[src/command_frame_builder_crc16_defines.svh]
// Assertion macros used by the datapath of the command frame builder.
`ifndef COMMAND_FRAME_BUILDER_CRC16_DEFINES_SVH
`define COMMAND_FRAME_BUILDER_CRC16_DEFINES_SVH

`ifndef ASSERT_OFF

// Whenever the antecedent holds, the consequent must hold in the same cycle.
`define CFB_ASSERT_IMPLIES(label, clk, rst_n, ante, cons) \
  label: assert property (@(posedge clk) disable iff (!rst_n) (ante) |-> (cons)) \
    else $error("assertion failed");

// Whenever the antecedent holds, the consequent must hold in the next cycle.
`define CFB_ASSERT_NEXT(label, clk, rst_n, ante, cons) \
  label: assert property (@(posedge clk) disable iff (!rst_n) (ante) |=> (cons)) \
    else $error("assertion failed");

`else

`define CFB_ASSERT_IMPLIES(label, clk, rst_n, ante, cons)
`define CFB_ASSERT_NEXT(label, clk, rst_n, ante, cons)

`endif

`endif

[src/cfb_crc_pkg.sv]
`default_nettype none

package cfb_crc_pkg;

  // Request kinds that carry a device byte.
  localparam logic [2:0] KIND_SINGLE_READ  = 3'd0;
  localparam logic [2:0] KIND_SINGLE_WRITE = 3'd1;

  // Result status codes.
  localparam logic [1:0] STAT_OK       = 2'd0;
  localparam logic [1:0] STAT_DEV_HIGH = 2'd1;
  localparam logic [1:0] STAT_ZERO_LEN = 2'd2;
  localparam logic [1:0] STAT_LONG_LEN = 2'd3;

  // Byte select codes from the controller to the datapath.
  localparam logic [2:0] SEL_HDR  = 3'd0;
  localparam logic [2:0] SEL_DEV  = 3'd1;
  localparam logic [2:0] SEL_REGH = 3'd2;
  localparam logic [2:0] SEL_REGL = 3'd3;
  localparam logic [2:0] SEL_DATA = 3'd4;
  localparam logic [2:0] SEL_CRCL = 3'd5;
  localparam logic [2:0] SEL_CRCH = 3'd6;

  localparam logic [15:0] CRC_INIT = 16'hFFFF;
  localparam logic [15:0] CRC_POLY = 16'hA001;

  typedef struct packed {
    logic       load_req;
    logic       emit;
    logic [2:0] sel;
  } cfb_cmd_t;

  typedef struct packed {
    logic       out_free;
    logic       single;
    logic       data_last;
    logic [1:0] err;
  } cfb_stat_t;

  // One byte of the reflected CRC-16 update, bit by bit.
  function automatic logic [15:0] crc16_byte(input logic [15:0] crc_in,
                                             input logic [7:0]  data);
    logic [15:0] c;
    c = crc_in ^ {8'h00, data};
    for (int k = 0; k < 8; k++) begin
      c = c[0] ? ((c >> 1) ^ CRC_POLY) : (c >> 1);
    end
    return c;
  endfunction

endpackage

`default_nettype wire

[src/cfb_crc_datapath.sv]
`default_nettype none

`include "command_frame_builder_crc16_defines.svh"

module cfb_crc_datapath
  import cfb_crc_pkg::*;
#(
  parameter int MAX_DEVICE_ADDRESS = 63,
  parameter int MAX_PAYLOAD_BYTES  = 8
) (
  input  wire logic        clk,
  input  wire logic        rst_n,
  input  wire cfb_cmd_t    cmd,
  output cfb_stat_t        stat,
  input  wire logic [2:0]  in_request_kind,
  input  wire logic [7:0]  in_device_address,
  input  wire logic [15:0] in_register_address,
  input  wire logic [3:0]  in_payload_length,
  input  wire logic [63:0] in_payload_bytes,
  output logic             out_valid,
  input  wire logic        out_ready,
  output logic [7:0]       out_frame_byte,
  output logic             out_last_of_frame,
  output logic [1:0]       out_status
);

  localparam int PAY_W = 8 * MAX_PAYLOAD_BYTES;
  localparam int IDX_W = (MAX_PAYLOAD_BYTES > 1) ? $clog2(MAX_PAYLOAD_BYTES) : 1;

  logic [2:0]       kind_r;
  logic [7:0]       dev_r;
  logic [15:0]      reg_r;
  logic [3:0]       len_r;
  logic [PAY_W-1:0] pay_r;
  logic [15:0]      crc_r;
  logic [IDX_W-1:0] idx_r;

  logic       out_valid_r;
  logic [7:0] out_byte_r;
  logic       out_last_r;
  logic [1:0] out_status_r;

  logic       single;
  logic [1:0] err;
  logic [7:0] byte_sel;
  logic       last_sel;

  // Request checks, in priority order.
  always_comb begin
    single = kind_r inside {KIND_SINGLE_READ, KIND_SINGLE_WRITE};
    if (single && (dev_r > 8'(MAX_DEVICE_ADDRESS))) begin
      err = STAT_DEV_HIGH;
    end else if (len_r == 4'd0) begin
      err = STAT_ZERO_LEN;
    end else if (len_r > 4'(MAX_PAYLOAD_BYTES)) begin
      err = STAT_LONG_LEN;
    end else begin
      err = STAT_OK;
    end
  end

  always_comb begin
    last_sel = 1'b0;
    case (cmd.sel)
      SEL_HDR: begin
        if (err != STAT_OK) begin
          byte_sel = 8'h00;
          last_sel = 1'b1;
        end else begin
          byte_sel = {1'b1, kind_r, 1'b0, 3'(len_r - 4'd1)};
        end
      end
      SEL_DEV:  byte_sel = dev_r;
      SEL_REGH: byte_sel = reg_r[15:8];
      SEL_REGL: byte_sel = reg_r[7:0];
      SEL_DATA: byte_sel = pay_r[8*idx_r +: 8];
      SEL_CRCL: byte_sel = crc_r[7:0];
      SEL_CRCH: begin
        byte_sel = crc_r[15:8];
        last_sel = 1'b1;
      end
      default:  byte_sel = 8'h00;
    endcase
  end

  assign stat.out_free  = !out_valid_r || out_ready;
  assign stat.single    = single;
  assign stat.data_last = ({{(4-IDX_W){1'b0}}, idx_r} == (len_r - 4'd1));
  assign stat.err       = err;

  // Request capture and running CRC. The CRC stays put while its own two bytes go out.
  always_ff @(posedge clk) begin
    if (cmd.load_req) begin
      kind_r <= in_request_kind;
      dev_r  <= in_device_address;
      reg_r  <= in_register_address;
      len_r  <= in_payload_length;
      pay_r  <= in_payload_bytes[PAY_W-1:0];
      crc_r  <= CRC_INIT;
      idx_r  <= '0;
    end else if (cmd.emit) begin
      if (!(cmd.sel inside {SEL_CRCL, SEL_CRCH})) begin
        crc_r <= crc16_byte(crc_r, byte_sel);
      end
      if (cmd.sel == SEL_DATA) begin
        idx_r <= idx_r + 1'b1;
      end
    end
  end

  // Output register.
  always_ff @(posedge clk) begin
    if (!rst_n) begin
      out_valid_r <= 1'b0;
    end else if (cmd.emit) begin
      out_valid_r <= 1'b1;
    end else if (out_ready) begin
      out_valid_r <= 1'b0;
    end
  end

  always_ff @(posedge clk) begin
    if (cmd.emit) begin
      out_byte_r   <= byte_sel;
      out_last_r   <= last_sel;
      out_status_r <= (cmd.sel == SEL_HDR) ? err : STAT_OK;
    end
  end

  assign out_valid         = out_valid_r;
  assign out_frame_byte    = out_byte_r;
  assign out_last_of_frame = out_last_r;
  assign out_status        = out_status_r;

  `CFB_ASSERT_IMPLIES(a_emit_free, clk, rst_n, cmd.emit, !out_valid_r || out_ready)
  `CFB_ASSERT_NEXT(a_emit_valid, clk, rst_n, cmd.emit, out_valid_r)
  `CFB_ASSERT_IMPLIES(a_err_beat, clk, rst_n, out_valid_r && out_status_r != STAT_OK, out_last_r && out_byte_r == 8'h00)
  `CFB_ASSERT_IMPLIES(a_idx_range, clk, rst_n, cmd.emit && cmd.sel == SEL_DATA, {{(4-IDX_W){1'b0}}, idx_r} < len_r)

endmodule

`default_nettype wire

[src/cfb_crc_ctrl.sv]
`default_nettype none

module cfb_crc_ctrl
  import cfb_crc_pkg::*;
(
  input  wire logic      clk,
  input  wire logic      rst_n,
  input  wire logic      in_valid,
  output logic           in_ready,
  input  wire cfb_stat_t stat,
  output cfb_cmd_t       cmd
);

  localparam logic [3:0] ST_IDLE = 4'd0;
  localparam logic [3:0] ST_HDR  = 4'd1;
  localparam logic [3:0] ST_DEV  = 4'd2;
  localparam logic [3:0] ST_REGH = 4'd3;
  localparam logic [3:0] ST_REGL = 4'd4;
  localparam logic [3:0] ST_DATA = 4'd5;
  localparam logic [3:0] ST_CRCL = 4'd6;
  localparam logic [3:0] ST_CRCH = 4'd7;

  logic [3:0] state_r;
  logic [3:0] state_nxt;
  logic [2:0] sel;

  assign in_ready     = (state_r == ST_IDLE);
  assign cmd.load_req = in_valid && in_ready;
  assign cmd.emit     = (state_r != ST_IDLE) && stat.out_free;
  assign cmd.sel      = sel;

  always_comb begin
    state_nxt = state_r;
    sel       = SEL_HDR;
    case (state_r)
      ST_IDLE: begin
        if (in_valid) begin
          state_nxt = ST_HDR;
        end
      end
      ST_HDR: begin
        sel = SEL_HDR;
        if (stat.out_free) begin
          if (stat.err != STAT_OK) begin
            state_nxt = ST_IDLE;
          end else if (stat.single) begin
            state_nxt = ST_DEV;
          end else begin
            state_nxt = ST_REGH;
          end
        end
      end
      ST_DEV: begin
        sel = SEL_DEV;
        if (stat.out_free) begin
          state_nxt = ST_REGH;
        end
      end
      ST_REGH: begin
        sel = SEL_REGH;
        if (stat.out_free) begin
          state_nxt = ST_REGL;
        end
      end
      ST_REGL: begin
        sel = SEL_REGL;
        if (stat.out_free) begin
          state_nxt = ST_DATA;
        end
      end
      ST_DATA: begin
        sel = SEL_DATA;
        if (stat.out_free && stat.data_last) begin
          state_nxt = ST_CRCL;
        end
      end
      ST_CRCL: begin
        sel = SEL_CRCL;
        if (stat.out_free) begin
          state_nxt = ST_CRCH;
        end
      end
      ST_CRCH: begin
        sel = SEL_CRCH;
        if (stat.out_free) begin
          state_nxt = ST_IDLE;
        end
      end
      default: state_nxt = ST_IDLE;
    endcase
  end

  always_ff @(posedge clk) begin
    if (!rst_n) begin
      state_r <= ST_IDLE;
    end else begin
      state_r <= state_nxt;
    end
  end

endmodule

`default_nettype wire

[src/command_frame_builder_crc16.sv]
// Command frame builder: one request beat in, one frame byte per output beat out. The frame
// is a header byte (bit 7 set, kind in 6:4, length minus one in 2:0), a device byte for the
// single-device kinds, the register address high byte first, the payload bytes in order and a
// CRC-16 (reflected polynomial A001, seeded with FFFF) low byte first; the last beat carries
// last_of_frame. A device address above MAX_DEVICE_ADDRESS on a single-device kind, a zero
// length or a length above MAX_PAYLOAD_BYTES yields a single zero beat with last_of_frame set
// and the error status instead. A request is captured while the controller is idle; the
// byte sequencer then produces one frame byte per cycle while the output register is free,
// folding every byte ahead of the two CRC bytes into the CRC. The next request is taken as
// soon as the final beat has been loaded into the output register, even if that beat is
// still waiting to be taken.
`default_nettype none

module command_frame_builder_crc16
  import cfb_crc_pkg::*;
#(
  parameter int MAX_DEVICE_ADDRESS = 63,
  parameter int MAX_PAYLOAD_BYTES  = 8
) (
  input  wire logic        clk,
  input  wire logic        rst_n,
  input  wire logic        in_valid,
  output logic             in_ready,
  input  wire logic [2:0]  in_request_kind,
  input  wire logic [7:0]  in_device_address,
  input  wire logic [15:0] in_register_address,
  input  wire logic [3:0]  in_payload_length,
  input  wire logic [63:0] in_payload_bytes,
  output logic             out_valid,
  input  wire logic        out_ready,
  output logic [7:0]       out_frame_byte,
  output logic             out_last_of_frame,
  output logic [1:0]       out_status
);

  cfb_cmd_t  cmd;
  cfb_stat_t stat;

  // The controller walks through the fields of the frame; it only advances when the
  // output register is free to take the next beat.
  cfb_crc_ctrl u_ctrl (
    .clk      (clk),
    .rst_n    (rst_n),
    .in_valid (in_valid),
    .in_ready (in_ready),
    .stat     (stat),
    .cmd      (cmd)
  );

  // The datapath holds the captured request, the running CRC, the payload index and the
  // output register, and reports the request checks back to the controller.
  cfb_crc_datapath #(
    .MAX_DEVICE_ADDRESS (MAX_DEVICE_ADDRESS),
    .MAX_PAYLOAD_BYTES  (MAX_PAYLOAD_BYTES)
  ) u_datapath (
    .clk                 (clk),
    .rst_n               (rst_n),
    .cmd                 (cmd),
    .stat                (stat),
    .in_request_kind     (in_request_kind),
    .in_device_address   (in_device_address),
    .in_register_address (in_register_address),
    .in_payload_length   (in_payload_length),
    .in_payload_bytes    (in_payload_bytes),
    .out_valid           (out_valid),
    .out_ready           (out_ready),
    .out_frame_byte      (out_frame_byte),
    .out_last_of_frame   (out_last_of_frame),
    .out_status          (out_status)
  );

endmodule

`default_nettype wire

[config.mk]
export PLATFORM = sky130hd
export DESIGN_NAME = command_frame_builder_crc16
export DESIGN_NICKNAME = d
export VERILOG_FILES = /design/src/cfb_crc_pkg.sv /design/src/cfb_crc_datapath.sv /design/src/cfb_crc_ctrl.sv /design/src/command_frame_builder_crc16.sv
export VERILOG_INCLUDE_DIRS = /design/src /design/src/src
export SDC_FILE = /design/constraint.sdc
export NUM_CORES = 1
export LEC_CHECK = 0
export BUFFER_PORTS_ARGS = -buffer_cell sky130_fd_sc_hd__buf_2
export CAP_MARGIN = 40
export CORE_MARGIN = 10
export CORE_UTILIZATION = 59
export DETAILED_ROUTE_END_ITERATION = 10
export PLACE_DENSITY = 0.85
export SLEW_MARGIN = 25
export SYNTH_ARGS = -nofsm -noshare
export SYNTH_HDL_FRONTEND = slang
export SYNTH_SLANG_ARGS = --single-unit
export TNS_END_PERCENT = 5
[constraint.sdc]
create_clock -name clk -period 8.35 [get_ports clk]
set_input_delay 1.2525 -clock clk [delete_from_list [all_inputs] [get_ports clk]]
set_output_delay 1.2525 -clock clk [all_outputs]
set_load 0.005 [all_outputs]
Yosys cells after proc, flatten, opt, wreduce, memory -nomap -nowiden
Index checks and enable logic that the tools add are counted.

Register bits: 130. Output and inout port bits: 13.

$add $sub $neg: 2. $lt $le $gt $ge: 2. Equal/unequal tests: 23. Shifts and indexed selects: 1. Multiplexer cells: 29. Bitwise logic cells: 10. Reduce and logical (&&, ||, !) cells: 18.

Operator list (number): $mux 16 (8); $shiftx 64x7->8 (1); $pmux 8 s7 (1); $mux 4 (9); $pmux 4 s8 (1); $not 2->3 (8); $pmux 3 s6 (1); $eq 4x3->1 const B (4); $xor 16x8->16 (1); $ne 2x1->1 const B (7); $eq 3x3->1 const B (3); $eq 4x2->1 const B (2); $gt 8x6->1 const B (1); $logic_not 4->1 (2); $mux 8 (1); $reduce_and 8->1 (1); $reduce_bool 2->1 (4); $eq 3x1->1 const B (2); $eq 3x2->1 const B (2); $logic_not 3->1 (2); $mux 2 (3); $eq 3x4->1 (1); $eq 4x1->1 const B (1); $gt 4x4->1 const B (1); 11 further kinds (18).

Longest topological paths before layout
Gate-level depths: netlist of run 1.

Depth after elaboration: 24. Gate-level depth with buffers: 11. Depth with buffers taken out: 11.

By module
A second synthesis of run 1 with hierarchy kept.

Cells, all modules: 382. Area, all modules: 5659.2 um2.

Modules (own cells, without submodules): cfb_crc_datapath (instances 1, cells an instance 353, area each 5425.2 um2); cfb_crc_ctrl (instances 1, cells an instance 29, area each 234.0 um2).

Least setup slack after synthesis of run 1
Ideal clock, no wire load.

Path type: input to register. From: input in_valid. To: register u_datapath.crc_r[10]. Library setup time: 0.140 ns. Data arrival time: 4.161 ns. Data required time: 8.210 ns. Slack: 4.049 ns. Cell stages on the path: 3. Cells stage by stage: nand2_1 -> clkinv_1 -> a311o_1.

RTL lines: from (decl) (line command_frame_builder_crc16.sv:22) `input wire logic in_valid,`; to (signal assigned) (line cfb_crc_datapath.sv:103) `crc_r <= crc16_byte(crc_r, byte_sel);`; to (decl) (line cfb_crc_datapath.sv:35) `logic [15:0] crc_r;`.

Worst setup path after layout of run 1
From: register u_datapath.idx_r[1]. To: register u_datapath.crc_r[0].

Cells in the longest elaborated chain, start to end: 12. Elaborated cells between the ends (all ways): 18. Those cells by class: 1 x shift; 9 x mux; 8 x bitwise.

Ends and longest elaborated chain: from (decl) (line cfb_crc_datapath.sv:36) `logic [IDX_W-1:0] idx_r;`; from (signal assigned) (line cfb_crc_datapath.sv:106) `idx_r <= idx_r + 1'b1;`; $shiftx 64x7->8 (*) (line cfb_crc_datapath.sv:76) `SEL_DATA: byte_sel = pay_r[8*idx_r +: 8];`; $pmux 8 s7 (*) (line cfb_crc_datapath.sv:64) `case (cmd.sel)`; named net u_datapath.byte_sel[3] (line cfb_crc_datapath.sv:45) `logic [7:0] byte_sel;`; $xor 16x8->16 (*) (line cfb_crc_pkg.sv:44) `c = crc_in ^ {8'h00, data};`; $mux 16 (*) (2 in a row) (line cfb_crc_pkg.sv:46) `c = c[0] ? ((c >> 1) ^ CRC_POLY) : (c >> 1);`; $not 2->3 (no line); $mux 16 (*) (6 in a row) (line cfb_crc_pkg.sv:46).

The timed path passes the listed nets; every way through them passes the cells marked *. A chain may end at the register's enable or synchronous reset.

==> results of run 1 <==
## metal layers
metal | up-vias | global-route usage [%]
met5 | - | 0
met4 | 0 | 9.51
met3 | 46 | 6.56
met2 | 219 | 31.8
met1 | 1706 | 23.0
li1 | 1648 | -
## power breakdown
part / switching [mW] / internal, mW / total, mW
Sequential: 0.0845 / 0.878 / 0.963
Combinational: 0.352 / 0.308 / 0.660
Clock: 0.280 / 0.490 / 0.770
## layout by cell type (no fill, tap or decap), drive strengths merged, types with 2 or more instances in the layout
| cell type | count |
|---|---|
| nand3 | 12 |
| clkinv | 7 |
| a31oi | 2 |
| xnor3 | 2 |
| xnor2 | 13 |
| nand2b | 4 |
| o211ai | 12 |
| nand3b | 5 |
| mux4 | 8 |
| inv | 8 |
| xor2 | 13 |
| nor2 | 15 |
| and2 | 4 |
| ha | 3 |
| nand4 | 6 |
| nor2b | 5 |
| a22o | 7 |
| mux2i | 30 |
| edfxtp | 106 |
| dfxtp | 23 |
| clkbuf | 18 |
| bufinv | 4 |
| a21oi | 8 |
| buf | 116 |
| a22oi | 8 |
| o21ai | 16 |
| mux2 | 2 |
| nand2 | 31 |
## layout make-up
cell class	count	area, sq um
well taps	108	135
repair buffers	116	628
fillers	552	2120
clock inverters	14	206
flip-flops and latches	129	3640
multi-input cells	218	1670
inverters	6	23.8
clock buffers	18	418
## state kept, by name, indices dropped and copies added, names as in the netlist
register,count
u_datapath.out_last_of_frame,1
u_datapath.out_status,2
u_datapath.idx_r,3
u_ctrl.state_r,3
u_datapath.dev_r,8
u_datapath.out_valid,1
u_datapath.kind_r,3
u_datapath.crc_r,16
u_datapath.reg_r,16
u_datapath.out_frame_byte,8
u_datapath.len_r,4
u_datapath.pay_r,64
## metrics by stage
stage / util [%] / setup slack [ps] / hold slack, ps
after floorplan: - / 4050 / 457
after global placement: 68.2 / 5010 / 503
after detailed placement: 68.7 / 4900 / 510
after CTS: 75.7 / 4960 / 523
after global routing: 76.0 / 4800 / 559
final: 76.0 / 4980 / 528
## worst min-delay path, delay by kind of cell, from the launching register on
kind / cells / cell delay, ps
AND/OR/NAND/NOR: 1 / 60
AO/OA/AOI/OAI: 1 / 80
flip-flops: 1 / 340
## kinds of logic (layout without fill, tap and decap cells)
kind of cell | count (synthesis) | in the layout | share of synthesized area [%]
AND/OR/NAND/NOR | 85 | 85 | 7.56
adder cells (fa/ha/maj) | 3 | 3 | 0.691
flip-flops | 129 | 129 | 67.1
multiplexers | 40 | 40 | 9.26
XOR/XNOR | 29 | 29 | 5.62
AO/OA/AOI/OAI | 61 | 61 | 7.61
buffers and inverters | 25 | 154 | 2.14
## worst paths after layout
path,from,to,slack [ps]
worst max register to register,u_datapath.idx_r[1],u_datapath.crc_r[0],4980
worst min-delay path,u_datapath.crc_r[11],u_datapath.crc_r[11],530
worst min register to register,u_datapath.crc_r[11],u_datapath.crc_r[11],530
worst max-delay path,u_datapath.idx_r[1],u_datapath.crc_r[0],4980
==> reports/qor.yml, run 1 <==
outcome:
  status: "finished clean"
synth:
  yosys_most_used_dff: "edfxtp_1"
  post-synth-top-count-cell: "edfxtp_1"
  synth_top_cell_by_area: "edfxtp_1"
  syn_area_sq_mm: 0.00543
  synth-seq-cells: 129
  synthTopCellsByCount: "106 x edfxtp_1, 31 x nand2_1, 30 x mux2i_1"
  synthArstFlopShare_pct: 0
  yosysWarnings: 0
  synth_nets: 474
  synthCells: 372
  synth_edf_count: 106
  yosys.area.top_type_share_pct: 58.6
  syn_area_per_cell_sq_um: 14.6
  ys_seq_area_share_pct: 67.1
  netlist_top_cells_area: "edfxtp_1 59%, dfxtp_1 8.5%, mux2i_1 5.5%"
  synth.distinct_cells: 46
layout:
  layout.cells.non_filler: 609
  finalNetCount: 590
  final_cell_area_sq_mm: 0.00673
  diodes: 0
  syn_to_final_growth_pct: 23.9
  drive_gt1_share_pct: 32.1
routing:
  wirelength_um: 12700
  top_layer: "met4"
  met1_length_um: 4770
  drt_iter0_markers: 372
  wl_met3_um: 1200
  ant_nets: 0
  first_pass_iters: 7
  drc: 0
  wl_per_cell_um: 20.8
  vias: 3619
  wl_met2_um: 6250
  vias_per_cell: 5.94
timing:
  skew_ps: 7.68
  rsz0062_at_grt: "false"
  fin_crit_sh_pct: 40.4
  max_slew_margin_pct: 44.4
  layout_min_cycle_time_ps: 3370
  fmax_mhz: 297
  fin_setup_tns_ps: 0
  worst_pin_slew_ps: 833
  slew_violations: 0
  finalSetupViolCount: 0
  hold_violations: 0
setup_path:
  worst-path-stages: 9
  critPathCaptureType: "register"
  cp.arrival_ps: 3810
  path_class: "reg -> reg"
  cp_top_family: "XOR/XNOR gates"
  cp.required_ps: 8790
  worstPathCellList: "mux4_2, nand2_1, a21oi_1, a221o_1, xor2_1, xor3_1, xnor3_2, xnor3_1, o21ai_1"
  cp.buffers_inverters: 0
  max_stage_delay_ps: 850
  path_max_fanout: 27
  cp-start-kind: "register"
  rr_worst_depth: 9
  crit_slowest_cell: "dfxtp_2"
cts:
  cts_tree: "built"
  htree_levels: 4
  hold_buffers: 0
  cts_num_sinks: 129
  cts.path.max_buffers: 2
  cts_setup_buffers: 0
  numCtsBuffers: 17
  clkLatencyLatePin_ps: 520
  cts_resized: 0
  cts_root_buf: "clkbuf_8"
  clk_pin_slew_ps: 60
hold_path:
  hold_depth: 2
  hold_path.class: "reg -> reg"
run:
  drv_cap: 0
die:
  core_area_sq_mm: 0.00885
  pin_count: 112
  die_height_um: 116
  dieArea_sq_mm: 0.0134
  rows: 34
  chipWidth_um: 116
  initial_core_util_pct: 61.4
power:
  p_leak_nw: 2.59
  ir_drop_mv: 0.225
  p_per_area_mw_per_mm2: 356
  power.total_mw: 2.39
global_route:
  grt_max_degree: 63
  grt_pass1_wl_um: 19900
  grt_usage_pct: 19.6
  antenna_found_initial: 0
  grt_pass1_vias: 3873
  grt-ovfl-total: 0
placement:
  dpl.hpwl_um: 8580
  dp.cells: 575
  gp_congestion: 0.879
  place_area_sq_mm: 0.00607
  portBuffers: 111
No activity file was read; power rests on OpenSTA's default activity.
==> inputs of run 2 (changes only) <==
--- a/config.mk
+++ b/config.mk
@@ -6,12 +6,13 @@
 export SDC_FILE = /design/constraint.sdc
 export NUM_CORES = 1
 export LEC_CHECK = 0
+export ABC_AREA = 1
 export BUFFER_PORTS_ARGS = -buffer_cell sky130_fd_sc_hd__buf_2
 export CAP_MARGIN = 40
 export CORE_MARGIN = 10
-export CORE_UTILIZATION = 59
+export CORE_UTILIZATION = 55
 export DETAILED_ROUTE_END_ITERATION = 10
-export PLACE_DENSITY = 0.85
+export PLACE_DENSITY = 0.79
 export SLEW_MARGIN = 25
 export SYNTH_ARGS = -nofsm -noshare
 export SYNTH_HDL_FRONTEND = slang
==> constraint.sdc (replaced) <==
create_clock -name clk -period 3.4 [get_ports clk]
set_input_delay 0.51 -clock clk [delete_from_list [all_inputs] [get_ports clk]]
set_output_delay 0.51 -clock clk [all_outputs]
set_load 0.005 [all_outputs]
==> run 2 against run 1 <==
  * Sequential cell count did not move
  * Largest power group unchanged
  * Clock skew fell by 2.4 ps
  * Design area rose by 4.2%
  * Critical path type unchanged
  * Synthesized area rose by 6.4%
  * Critical endpoint is now u_datapath.crc_r[15]
  * Register-to-register slack got worse by 4400 ps
  * Hold slack got worse by 370 ps
  * Combinational power rose to 3.2 times the previous value
  * Via count rose by 25%
  * Sequential power rose to 2.7 times the previous value
  * Count of clock-buffer cells in the layout rose by 2
  * Total power rose to 2.7 times the previous value
==> reports/qor.yml, run 2 <==
hold_path:
  hold_path.class: "in -> reg"
  min_to: "u_datapath.pay_r[11]"
  hold_depth: 1  # -1
  worstHoldStart: "in_payload_bytes[11]"
run:
  drv_cap: 0  # unchanged
synth:
  synth-seq-cells: 129  # unchanged
  post-synth-top-count-cell: "nand2_1"
  syn_area_per_cell_sq_um: 10.1  # -31%
  yosys.area.top_type_share_pct: 55.1  # -3.5 points
  synthArstFlopShare_pct: 0  # unchanged
  yosys_most_used_dff: "edfxtp_1"
  synthCells: 573  # +54%
  synth_edf_count: 106  # unchanged
  yosysWarnings: 0  # unchanged
  netlist_top_cells_area: "edfxtp_1 55%, nand2_1 9.3%, dfxtp_1 8.0%"
  synth_simple_gate_area_share_pct: 23.1  # +16 points
  yosys.area_share.adder_pct: 0.650  # -0.041 points
  ys_seq_area_share_pct: 63.1  # -4.0 points
  synth_mux_area_share_pct: 0  # -9.3 points
  synth_compound_area_share_pct: 6.72  # -0.89 points
  synth-xor-area-share_pct: 0.607  # -5.0 points
  synthTopCellsByCount: "143 x nand2_1, 106 x edfxtp_1, 61 x nand3_1"
  synth_top_family_by_area: "simple AND/OR/NAND/NOR gates"
  synth.distinct_cells: 34  # -26%
  synth_nets: 675  # +42%
  syn_area_sq_mm: 0.00577  # +6.4%
  synth_top_cell_by_area: "edfxtp_1"
routing:
  vias_per_cell: 5.39  # -9.3%
  ant_nets: 0  # unchanged
  wirelength_um: 14300  # +13%
  vias: 4511  # +25%
  drc: 0  # unchanged
  drt_iter0_markers: 409  # +9.9%
  first_pass_iters: 5  # -2
  wl_per_cell_um: 17.1  # -18%
cts:
  cts_root_buf: "clkbuf_8"
  cts_setup_buffers: 0  # unchanged
  cts.path.max_buffers: 2  # unchanged
  numCtsBuffers: 17  # unchanged
  clkLatencyLatePin_ps: 530  # about the same
  clk_pin_slew_ps: 60  # about the same
  cts_tree: "built"
  htree_levels: 4  # unchanged
  hold_buffers: 0  # unchanged
  cts_num_sinks: 129  # unchanged
  cts_resized: 0  # unchanged
setup_path:
  path_max_fanout: 12  # -56%
  cp-start-kind: "register"
  max_stage_delay_ps: 650  # -200 ps
  startpoint: "u_ctrl.state_r[2]"
  worst-path-stages: 15  # +6
  timing.rr.end: "u_datapath.crc_r[15]"
  cp_top_family: "simple AND/OR/NAND/NOR gates"
  worstPathCellList: "inv_2, nor3_4, nand3_2, nand3_2, nand2_1, nand2_1, nand2_1, nand3_2, nand2_1, nand2_1, nand3_2, nand2_2, nand2_1, nand3_1, o211ai_1"
  critPathCaptureType: "register"
  path_class: "reg -> reg"
  rr_startpoint: "u_ctrl.state_r[2]"
  rr_worst_depth: 15  # +6
  crit_slowest_cell: "dfxtp_1"
  cp.required_ps: 3780  # -5010 ps
  cp.buffers_inverters: 1  # +1
  cpMostUsedCell: "nand2_1"
  reg2reg_setup_slack_ps: 570  # -4410 ps
  cp.arrival_ps: 3210  # -600 ps
global_route:
  grt_pass1_vias: 4664  # +20%
  antenna_found_initial: 1  # +1
  grt_max_degree: 103  # +63%
  grt_usage_pct: 20.1  # +0.49 points
  grt-ovfl-total: 0  # unchanged
  grt_pass1_wl_um: 23200  # +17%
die:
  die_height_um: 122  # +5.6%
  core_area_sq_mm: 0.0103  # +16%
  initial_core_util_pct: 56.2  # -5.2 points
  dieArea_sq_mm: 0.0150  # +12%
  pin_count: 112  # unchanged
  chipWidth_um: 122  # +5.6%
  rows: 37  # +8.8%
timing:
  fin_crit_sh_pct: 83.3  # +43 points
  finalSetupViolCount: 0  # unchanged
  hold_violations: 0  # unchanged
  skew_ps: 5.29  # -2.39 ps
  fin_setup_tns_ps: 0  # unchanged
  max_slew_margin_pct: 60.3  # +16 points
  fmax_mhz: 353  # +19%
  rsz0062_at_grt: "false"
  setup_slack_ps: 568  # -4410 ps
  worst_pin_slew_ps: 594  # -238 ps
  layout_min_cycle_time_ps: 2830  # -539 ps
  slew_violations: 0  # unchanged
layout:
  final_common_cell: "nand2_1"
  drive_gt1_share_pct: 25.5  # -6.6 points
  diodes: 0  # unchanged
  fillers: 791  # +43%
  largest_register_ffs: 64  # unchanged
  final_cell_mix: "143 x nand2_1, 111 x buf_2, 106 x edfxtp_1, 61 x nand3_1, 53 x inv_1"
  regMostFlops: "u_datapath.pay_r"
  top_regs: "u_datapath.pay_r (64), u_datapath.crc_r (16), u_datapath.reg_r (16)"
  finalNetCount: 791  # +34%
  syn_to_final_growth_pct: 21.3
placement:
  dp_slack_ps: 574  # -4320 ps
  gp_congestion: 0.940  # +6.9%
  dpl.hpwl_um: 10100  # +18%
  portBuffers: 111  # unchanged
power:
  ir_drop_mv: 0.563  # +150%
  p_leak_nw: 3.07  # +19%
  p_per_area_mw_per_mm2: 911  # +160%
outcome:
  status: "finished clean"
## run 2: worst max path at each step
| stage | to | slack (ps) |
|---|---|---|
| final | u_datapath.crc_r[15] | 570 |
| after detailed placement | u_datapath.crc_r[15] | 570 |
| after CTS | u_datapath.crc_r[15] | 570 |
| after global placement | u_datapath.crc_r[15] | 690 |
| after global routing | u_datapath.crc_r[15] | 260 |
| after floorplan | u_ctrl.state_r[2] | 800 |
## run 2: power by group
group / switching, mW / internal [mW]
Combinational: 1.40 / 0.672
Clock: 0.642 / 1.11
Sequential: 0.237 / 2.32
Total: 2.28 / 4.10
## run 2: kinds of logic after synthesis
group | after synthesis
simple gates | 290
flops | 129
xor+xnor | 4
buf+inv | 80
compound gates | 67
fa+ha+maj | 3
## run 2: cell type report
class                      count  area [sq um]  area share [%]
sequential                   129          3640            52.0
multi-input combinational    364          1790            25.6
timing repair buffer         116           606            8.64
clock buffer                  20           425            6.07
inverter                      61           230            3.29
tap                          136           170            2.43
clock inverter                11           139            1.98
## run 2: metal layers
metal | vias to the layer above | wire, um | global-route usage (%) | part of all wire [%]
met1 | 2092 | 6120 | 24.8 | 43
li1 | 2202 | - | - | -
met2 | 186 | 6860 | 32.2 | 48
met5 | - | 12 | 0 | 0.084
met4 | 2 | 317 | 8.54 | 2.2
met3 | 29 | 1020 | 5.97 | 7.1
## run 2: through the flow
| step | util, % | instances | total power [mW] | hold slack, ps | area [sq um] |
|---|---|---|---|---|---|
| 2_1_floorplan | - | 573 | 4.02 | 464 | 5780 |
| 3_3_place_gp | 62.7 | 806 | 4.54 | 506 | 6440 |
| 3_5_place_dp | 62.7 | 806 | 4.63 | 502 | 6440 |
| 4_1_cts | 68.2 | 837 | 6.39 | 136 | 7010 |
| 5_1_grt | 68.2 | 837 | 6.79 | 130 | 7010 |
| 6_report | 68.2 | 837 | 6.39 | 154 | 7010 |
